File: config.mk
export PLATFORM = sky130hd
export DESIGN_NAME = gpu_command_packet_framer
export DESIGN_NICKNAME = d
export VERILOG_FILES = /design/src/hw/rtl/gcpf_pkg.sv /design/src/hw/rtl/gpu_command_packet_framer.sv
export SDC_FILE = /design/constraint.sdc
export NUM_CORES = 1
export LEC_CHECK = 0
export BUFFER_PORTS_ARGS = -buffer_cell sky130_fd_sc_hd__buf_2
export CORE_UTILIZATION = 24
export CTS_CLUSTER_SIZE = 10
export DETAILED_ROUTE_END_ITERATION = 7
export PLACE_DENSITY = 0.5
export SLEW_MARGIN = 40
export SYNTH_ARGS = -nofsm -noshare
export SYNTH_HDL_FRONTEND = slang
export SYNTH_SLANG_ARGS = --single-unit
File: constraint.sdc
create_clock -name clk -period 5.8 [get_ports clk]
set_input_delay 0.29 -clock clk [delete_from_list [all_inputs] [get_ports clk]]
set_output_delay 0.29 -clock clk [all_outputs]
set_load 0.01 [all_outputs]
File: src/hw/rtl/gcpf_pkg.sv
// Package for the GPU command packet framer: packet length table, polyline
// terminator constants and the result record type. No dependencies.
`default_nettype none

package gcpf_pkg;

    localparam int unsigned WORD_W  = 32;
    localparam int unsigned BYTE_W  = 8;
    // Output tdata: packet_word, command_code, word_index
    localparam int unsigned OUT_W   = WORD_W + 2 * BYTE_W;

    localparam logic [WORD_W-1:0] POLY_MASK  = 32'hF000_F000;
    localparam logic [WORD_W-1:0] POLY_TERM  = 32'h5000_5000;
    localparam logic [BYTE_W-1:0] LEN_FLAT   = 8'd254;
    localparam logic [BYTE_W-1:0] LEN_SHADED = 8'd255;
    localparam logic [BYTE_W-1:0] LEN_LONG   = 8'd128;
    localparam logic [BYTE_W-1:0] FLAT_START   = 8'd3;
    localparam logic [BYTE_W-1:0] SHADED_START = 8'd4;

    // Packet length in words for each opcode, zero for an unknown opcode
    localparam logic [BYTE_W-1:0] LEN_TABLE [256] = '{
        8'd0, 8'd0, 8'd3, 8'd0, 8'd0, 8'd0, 8'd0, 8'd0,
        8'd0, 8'd0, 8'd0, 8'd0, 8'd0, 8'd0, 8'd0, 8'd0,
        8'd0, 8'd0, 8'd0, 8'd0, 8'd0, 8'd0, 8'd0, 8'd0,
        8'd0, 8'd0, 8'd0, 8'd0, 8'd0, 8'd0, 8'd0, 8'd0,
        8'd4, 8'd4, 8'd4, 8'd4, 8'd7, 8'd7, 8'd7, 8'd7,
        8'd5, 8'd5, 8'd5, 8'd5, 8'd9, 8'd9, 8'd9, 8'd9,
        8'd6, 8'd6, 8'd6, 8'd6, 8'd9, 8'd9, 8'd9, 8'd9,
        8'd8, 8'd8, 8'd8, 8'd8, 8'd12, 8'd12, 8'd12, 8'd12,
        8'd3, 8'd3, 8'd3, 8'd3, 8'd0, 8'd0, 8'd0, 8'd0,
        8'd254, 8'd254, 8'd254, 8'd254, 8'd254, 8'd254, 8'd254, 8'd254,
        8'd4, 8'd4, 8'd4, 8'd4, 8'd0, 8'd0, 8'd0, 8'd0,
        8'd255, 8'd255, 8'd255, 8'd255, 8'd255, 8'd255, 8'd255, 8'd255,
        8'd3, 8'd3, 8'd3, 8'd3, 8'd4, 8'd4, 8'd4, 8'd4,
        8'd2, 8'd2, 8'd2, 8'd2, 8'd3, 8'd3, 8'd3, 8'd3,
        8'd2, 8'd2, 8'd2, 8'd2, 8'd3, 8'd3, 8'd3, 8'd3,
        8'd2, 8'd2, 8'd2, 8'd2, 8'd3, 8'd3, 8'd3, 8'd3,
        8'd4, 8'd0, 8'd0, 8'd0, 8'd0, 8'd0, 8'd0, 8'd0,
        8'd0, 8'd0, 8'd0, 8'd0, 8'd0, 8'd0, 8'd0, 8'd0,
        8'd0, 8'd0, 8'd0, 8'd0, 8'd0, 8'd0, 8'd0, 8'd0,
        8'd0, 8'd0, 8'd0, 8'd0, 8'd0, 8'd0, 8'd0, 8'd0,
        8'd3, 8'd0, 8'd0, 8'd0, 8'd0, 8'd0, 8'd0, 8'd0,
        8'd0, 8'd0, 8'd0, 8'd0, 8'd0, 8'd0, 8'd0, 8'd0,
        8'd0, 8'd0, 8'd0, 8'd0, 8'd0, 8'd0, 8'd0, 8'd0,
        8'd0, 8'd0, 8'd0, 8'd0, 8'd0, 8'd0, 8'd0, 8'd0,
        8'd3, 8'd0, 8'd0, 8'd0, 8'd0, 8'd0, 8'd0, 8'd0,
        8'd0, 8'd0, 8'd0, 8'd0, 8'd0, 8'd0, 8'd0, 8'd0,
        8'd0, 8'd0, 8'd0, 8'd0, 8'd0, 8'd0, 8'd0, 8'd0,
        8'd0, 8'd0, 8'd0, 8'd0, 8'd0, 8'd0, 8'd0, 8'd0,
        8'd0, 8'd1, 8'd1, 8'd1, 8'd1, 8'd1, 8'd1, 8'd0,
        8'd0, 8'd0, 8'd0, 8'd0, 8'd0, 8'd0, 8'd0, 8'd0,
        8'd0, 8'd0, 8'd0, 8'd0, 8'd0, 8'd0, 8'd0, 8'd0,
        8'd0, 8'd0, 8'd0, 8'd0, 8'd0, 8'd0, 8'd0, 8'd0
    };

    // One framed word on its way out
    typedef struct packed {
        logic              packet_end;
        logic [BYTE_W-1:0] word_index;
        logic [BYTE_W-1:0] command_code;
        logic [WORD_W-1:0] packet_word;
    } result_t;

endpackage

`default_nettype wire

File: src/hw/rtl/gpu_command_packet_framer.sv
// Top level of the GPU command packet framer: frames command-port words into
// packets using the opcode length table. Depends on gcpf_pkg.
// A framed word is registered in the output entry, or in the skid entry while
// the output is stalled. Throughput: one word per cycle while the skid entry is
// empty; the frame state update (table read, position increment, terminator
// compare) is the only loop. A two-entry output register and skid stage keep
// the slave side open while one result waits to be taken.
// Reset (rst_n low, asynchronous): framer idle, both output entries empty.
`default_nettype none

module gpu_command_packet_framer
(
    input  wire logic        clk,
    input  wire logic        rst_n,
    input  wire logic        s_tvalid,
    output logic             s_tready,
    input  wire logic [31:0] s_tdata,   // [31:0] port_word
    output logic             m_tvalid,
    input  wire logic        m_tready,
    output logic [gcpf_pkg::OUT_W-1:0] m_tdata, // [31:0] packet_word,
                                                // [39:32] command_code,
                                                // [47:40] word_index
    output logic             m_tlast    // packet_end
);

    // Frame state
    logic [7:0] expected_reg, expected_next;
    logic [7:0] position_reg, position_next;
    logic [7:0] command_reg,  command_next;

    // Output entry and skid entry
    logic                out_valid_reg, out_valid_next;
    gcpf_pkg::result_t   out_reg,       out_next;
    logic                skid_valid_reg, skid_valid_next;
    gcpf_pkg::result_t   skid_reg,       skid_next;

    logic              in_fire;
    logic              out_fire;
    logic              idle;
    logic [7:0]        opcode;
    logic [7:0]        table_len;
    logic              has_result;
    logic              armed;
    logic              term_hit;
    logic [7:0]        run_len;
    logic [7:0]        next_pos;
    gcpf_pkg::result_t res;

    assign s_tready = !skid_valid_reg;
    assign in_fire  = s_tvalid && s_tready;
    assign out_fire = m_tvalid && m_tready;

    // Frame the incoming word against the current packet state
    always_comb
    begin
        idle      = (expected_reg == 8'd0);
        opcode    = s_tdata[31:24];
        table_len = gcpf_pkg::LEN_TABLE[opcode];
        armed     = ((expected_reg == gcpf_pkg::LEN_FLAT) &&
                     (position_reg >= gcpf_pkg::FLAT_START)) ||
                    ((expected_reg == gcpf_pkg::LEN_SHADED) &&
                     (position_reg >= gcpf_pkg::SHADED_START) && !position_reg[0]);
        term_hit  = (expected_reg > gcpf_pkg::LEN_LONG) && armed &&
                    ((s_tdata & gcpf_pkg::POLY_MASK) == gcpf_pkg::POLY_TERM);

        res.packet_word = s_tdata;
        if (idle)
        begin
            has_result       = (table_len != 8'd0);
            run_len          = table_len;
            next_pos         = 8'd1;
            res.command_code = opcode;
            res.word_index   = 8'd0;
        end
        else
        begin
            has_result       = 1'b1;
            run_len          = expected_reg;
            next_pos         = term_hit ? expected_reg : position_reg + 8'd1;
            res.command_code = command_reg;
            res.word_index   = position_reg;
        end
        res.packet_end = (next_pos == run_len);
    end

    // Advance the frame state on each accepted word that joins a packet
    always_comb
    begin
        expected_next = expected_reg;
        position_next = position_reg;
        command_next  = command_reg;
        if (in_fire && has_result)
        begin
            command_next = res.command_code;
            if (res.packet_end)
            begin
                expected_next = 8'd0;
                position_next = 8'd0;
            end
            else
            begin
                expected_next = run_len;
                position_next = next_pos;
            end
        end
    end

    // Fill the output entry first, park in the skid entry when it is stalled
    always_comb
    begin
        out_valid_next  = out_valid_reg;
        out_next        = out_reg;
        skid_valid_next = skid_valid_reg;
        skid_next       = skid_reg;
        if (out_fire || !out_valid_reg)
        begin
            if (skid_valid_reg)
            begin
                out_valid_next  = 1'b1;
                out_next        = skid_reg;
                skid_valid_next = 1'b0;
            end
            else
            begin
                out_valid_next = in_fire && has_result;
                out_next       = res;
            end
        end
        else if (in_fire && has_result)
        begin
            skid_valid_next = 1'b1;
            skid_next       = res;
        end
    end

    // Control registers
    always_ff @(posedge clk or negedge rst_n)
    begin
        if (!rst_n)
        begin
            expected_reg   <= 8'd0;
            position_reg   <= 8'd0;
            command_reg    <= 8'd0;
            out_valid_reg  <= 1'b0;
            skid_valid_reg <= 1'b0;
        end
        else
        begin
            expected_reg   <= expected_next;
            position_reg   <= position_next;
            command_reg    <= command_next;
            out_valid_reg  <= out_valid_next;
            skid_valid_reg <= skid_valid_next;
        end
    end

    // Payload registers
    always_ff @(posedge clk)
    begin
        out_reg  <= out_next;
        skid_reg <= skid_next;
    end

    assign m_tvalid = out_valid_reg;
    assign m_tdata  = {out_reg.word_index, out_reg.command_code, out_reg.packet_word};
    assign m_tlast  = out_reg.packet_end;

endmodule

`default_nettype wire

# Word-level counts from Yosys, hierarchy flattened
# Memories as Yosys holds them, arrays and structs flattened.
# Index checks and enable logic that the tools add are counted.
# Widths: inputs -> output; s select.
# word_totals
out_inout_bits	51
rom_bits	2048
mem_count	1
ff_bits	124
wordCells	55
# op_classes
n_mux	13
magnitude_cmp	4
eq_ne	4
bitwise	2
n_addsub	1
reduce_logical	17
# memory_table
name	words	word_bits	read_ports	rd_ports_with_merged_regs	wr	line	rtl
(no name shown)	256	8	1	0	0	gpu_command_packet_framer.sv:58	table_len = gcpf_pkg::LEN_TABLE[opcode];
# ops
operator	count
$mux 8	7
$mux 49	1
$eq 8x8->1 const B	2
$mux 16	1
$ge 9x9->1 const B	1
$not 8->9	1
$add 8x1->8 const B	1
$eq 8x7->1 const B	1
$eq 8x8->1	1
$ge 8x2->1 const B	1
$ge 8x3->1 const B	1
$gt 8x8->1 const B	1
$logic_and 1x1->1	8
$logic_not 8->1	1
$reduce_bool 8->1	1
$mux 1	4
$logic_not 1->1	3
$logic_or 1x1->1	2
$reduce_and 2->1	1
$reduce_bool 2->1	1
$not 1->1	1

# Longest topological paths before layout
# depth
word_depth	10
depth_mapped	12

# Worst setup path before layout
# No wires, ideal clock.
# synth_path
kind	input to register
start	input port s_tdata[27]
end	register skid_reg[0] in the netlist's numbering (enable)
n_path_buf	1
t_arrival_ns	3.947
t_required_ns	5.344
path_slack_ns	1.397
cell_stages	9
cell_sequence	clkbuf_1 -> inv_1 -> ha_1 -> xor2_1 -> nor2_1 -> a221o_1 -> o2111ai_1 -> o21ai_1 -> nor2_1
# synth_via
elab_chain_cells	8
# synth_rtl
item	line	rtl
start: declaration	gpu_command_packet_framer.sv:17	input wire logic [31:0] s_tdata,
$not 8->9 (not written as such)	gpu_command_packet_framer.sv:58	
$mem_v2 256x8	-	
$mux 8 (not written as such) (2 in series)	gpu_command_packet_framer.sv:58	
$reduce_bool 8->1	gpu_command_packet_framer.sv:69	has_result = (table_len != 8'd0);
$mux 1	gpu_command_packet_framer.sv:67	if (idle)
$logic_and 1x1->1	gpu_command_packet_framer.sv:129	else if (in_fire && has_result)
$reduce_and 2->1 (no source line)	-	
end signal: assignment	gpu_command_packet_framer.sv:161	skid_reg <= skid_next;
end: declaration	gpu_command_packet_framer.sv:35	gcpf_pkg::result_t skid_reg, skid_next;
# No other way between the ends. The select of a mux whose other input is x is not followed.
# A chain may end at the register's enable or synchronous reset.

# Worst setup path after layout
# layout_path
start	register position_reg[4]
end	register position_reg[0]
# layout_via
elab_chain_cells	10
word_cells_on_any_way	13
cone_classes	add/sub (1); order compare (2); eq/ne (1); mux (3); reduce/logical (6)
# layout_rtl
item	line	rtl
start: declaration	gpu_command_packet_framer.sv:28	logic [7:0] position_reg, position_next;
start signal: assignment	gpu_command_packet_framer.sv:150	position_reg <= position_next;
$ge 8x3->1	gpu_command_packet_framer.sv:62	(position_reg >= gcpf_pkg::SHADED_START) && !position_reg[0]);
$logic_and 1x1->1	gpu_command_packet_framer.sv:61	((expected_reg == gcpf_pkg::LEN_SHADED) &&
$logic_and 1x1->1	gpu_command_packet_framer.sv:62	
$logic_or 1x1->1	gpu_command_packet_framer.sv:60	(position_reg >= gcpf_pkg::FLAT_START)) ||
$logic_and 1x1->1 (2 in series)	gpu_command_packet_framer.sv:63	term_hit = (expected_reg > gcpf_pkg::LEN_LONG) && armed &&
$mux 8 *	gpu_command_packet_framer.sv:79	next_pos = term_hit ? expected_reg : position_reg + 8'd1;
$mux 8 *	gpu_command_packet_framer.sv:67	
$eq 8x8->1	gpu_command_packet_framer.sv:83	res.packet_end = (next_pos == run_len);
$mux 8 *	gpu_command_packet_framer.sv:95	if (res.packet_end)
# Every way passes the cells marked *; elsewhere a longest branch is shown, timed or not.

==> impl_metrics.csv <==
group,metric,value,unit
global_routing,grt_max_degree,52,
cts,cts_setup_buffers,0,
drt,via_per_inst,4.50,
cts,htreeDepth,4,
floorplan,start_util,0.247,
timing,timing.final.crit_share,0.589,
global_routing,grt_pass1_wl,21000,µm
timing,relSlewSlack,0.468,
timing,worstMarginPinSlew,0.798,ns
timing,skew,0.0115,ns
critical_path,critPathLaunchType,"flip-flop",
synthesis,synthCells,430,
power_and_ir_drop,seqPwrFrac,0.412,
timing,fmax,0.293,GHz
layout,largest_reg_flops,49,
layout,fin_area,7070,µm²
global_routing,grt_pass1_vias,3910,
power_and_ir_drop,leakagePower,2.67,nW
placement,place.gp.congestion,0.793,
critical_path,cp_max_fo,16,
hold_path,hold_class,"in2reg",
drt,first_pass_iters,4,
timing,setup-violations-final,0,
cts,clk_latency,0.41,ns
global_routing,grt_usage,0.115,
cts,cts_buffers,17,
power_and_ir_drop,comb_power_share,0.215,
cts,clk_path_buf_depth,2,
placement,portBuffers,86,
placement,hpwl,8690,µm
power_and_ir_drop,powerDensity,438,nW/µm²
drt,antenna_left,0,
timing,hold_viol,0,
drt,vias,3782,
power_and_ir_drop,p_sw,0.873,mW
critical_path,critPathRequiredTime,6.06,ns
global_routing,antenna_found_initial,0,
drt,drt_first_iter_violations,217,
floorplan,rows,55,
critical_path,path_class,"reg2reg",
synthesis,async_flop_share,0.210,
synthesis,synthesis.area,5650,µm²
global_routing,grt-ovfl-total,0,
synthesis,ys_ff_latch,124,
power_and_ir_drop,p_int,2.22,mW
synthesis,ys.flop_type,"edfxtp_1",
power_and_ir_drop,power_frac_clock,0.373,
layout,final_nets,557,
timing,rsz0062_at_grt,"false",
cts,cts_tree,"built",
drt,wl_per_cell,15.6,µm
cts,cts_root_buf,"clkbuf_16",
critical_path,crit_arrival,3.67,ns
floorplan,dieArea,24200,µm²
synthesis,synth_edf_count,98,
floorplan,core_area,22800,µm²
run,drv_cap,0,
placement,placedInstanceArea,6420,µm²
layout,antennaDiodeCount,0,
synthesis,syn_avg_cell_area,13.1,µm²
layout,nFillCells,2317,
synthesis,synth_cell_types,64,
synthesis,yosys_warnings,0,
layout,final_common_cell,"edfxtp_1",
floorplan,die_h,155,µm
layout,drive_gt1_frac,0.337,
cts,path_clk_slew,0.06,ns
hold_path,hold-path-cell-count,1,
drt,wirelength,13200,µm
synthesis,synth_seq_area_share,0.636,
layout,layout_common_cells,"98 x edfxtp_1, 86 x buf_2, 46 x mux2_2",
status,status,"completed",
timing,tns,0,ns
cts,clock-sinks,124,
timing,slew_viol_final,0,
synthesis,syn_nets,472,
floorplan,top_level_ports,87,
power_and_ir_drop,ir_worst_vdd,0.000218,V
floorplan,die_w,155,µm
power_and_ir_drop,swShare,0.282,
timing,fin_crit,3.42,ns
drt,drc_errors,0,
layout,area_delta_synth_final,25.1,%
critical_path,endpoint_kind,"flip-flop",
critical_path,ff2ff_path_depth,8,
-- stage by stage --
step / setup slack (ns) / util / power [mW] / hold WS, ns / instances
2_1_floorplan: 1.40 / - / 1.75 / -0.00559 / 430
6_report: 2.38 / 0.310 / 3.10 / 0.0688 / 841
5_1_grt: 2.14 / 0.310 / 3.26 / 0.0484 / 841
4_1_cts: 2.43 / 0.309 / 3.13 / 0.0500 / 841
3_5_place_dp: 2.27 / 0.281 / 1.96 / 0.375 / 808
3_3_place_gp: 2.18 / 0.281 / 1.95 / 0.354 / 808
-- power by group through the flow --
| stage | clock network, mW | logic (mW) | registers (mW) |
|---|---|---|---|
| floorplan | 0 | 0.466 | 1.28 |
| global placement | 0 | 0.664 | 1.29 |
| detailed placement | 0 | 0.664 | 1.29 |
| CTS | 1.19 | 0.670 | 1.28 |
| global route | 1.22 | 0.739 | 1.30 |
| finish | 1.16 | 0.664 | 1.28 |
-- metal layers --
layer	GRT usage	wire, µm	vias up
met2	0.189	6320	129
met4	0.0556	287	0
met1	0.135	5710	1841
li1	-	-	1791
met3	0.0362	830	21
met5	0	0	-
-- kinds of logic (layout without fill, tap and decap cells) --
logic type	Yosys count	count (layout)	share of synthesized area
DFF	124	124	0.636
and+or+nand+nor	114	114	0.106
muxes	50	50	0.0991
AOI/OAI and AO/OA	89	89	0.106
xor gates and xnor gates	9	9	0.0139
adders and majority gates	6	6	0.0133
buffers and inverters	38	136	0.0266
-- layout make-up --
class	instances	area, µm²	share of cell area
Clock inverter	12	194	0.0274
Inverter	14	52.6	0.00743
Sequential cell	124	3590	0.508
Clock buffer	20	447	0.0631
Tap cell	313	392	0.0554
Timing Repair Buffer	90	463	0.0654
Multi-Input combinational cell	268	1930	0.273
-- final timing paths --
kind                            slack (ns)       startpoint              end
worst min register to register        0.48   command_reg[6]   command_reg[6]
worst max register to register        2.38  position_reg[4]  position_reg[0]
max in group asynchronous             4.87            rst_n   skid_valid_reg
worst max-delay path                  2.38  position_reg[4]  position_reg[0]
min in group asynchronous             0.45            rst_n  position_reg[5]
worst min-delay path                  0.07       s_tdata[4]      skid_reg[4]
-- Yosys cell counts, drive strengths merged, types with 3 or more instances --
cell / n / area, µm²
a21oi: 20 / 100
a31oi: 7 / 43.8
and2: 8 / 50.1
buf: 8 / 37.5
clkbuf: 16 / 60.1
dfrtp: 26 / 651
edfxtp: 98 / 2940
ha: 6 / 75.1
inv: 13 / 48.8
mux2: 48 / 541
nand2: 36 / 135
nand2b: 7 / 43.8
nand3: 6 / 30.0
nand4: 5 / 31.3
nor2: 24 / 90.1
nor2b: 3 / 18.8
nor3: 4 / 20.0
nor4: 5 / 46.3
o211ai: 3 / 22.5
o21a: 3 / 22.5
o21ai: 25 / 125
o31ai: 6 / 45.0
xnor2: 3 / 26.3
xor2: 6 / 52.6
-- timing repair --
action	in CTS	in global routing
endpoints found under the hold margin	26	0
hold buffers	1	0
resized for setup	0	0
setup endpoints to repair	0	0
-- worst max-delay path, stage by stage, from the launching register on --
cell       delay, ns
dfrtp_1         0.50
or4_4           0.57
a2111oi_4       0.33
a2111o_1        0.50
a31o_2          0.27
a31oi_1         0.11
a211o_1         0.36
nor4_4          0.53
a221oi_1        0.09
(Power assumes the default switching activity.)
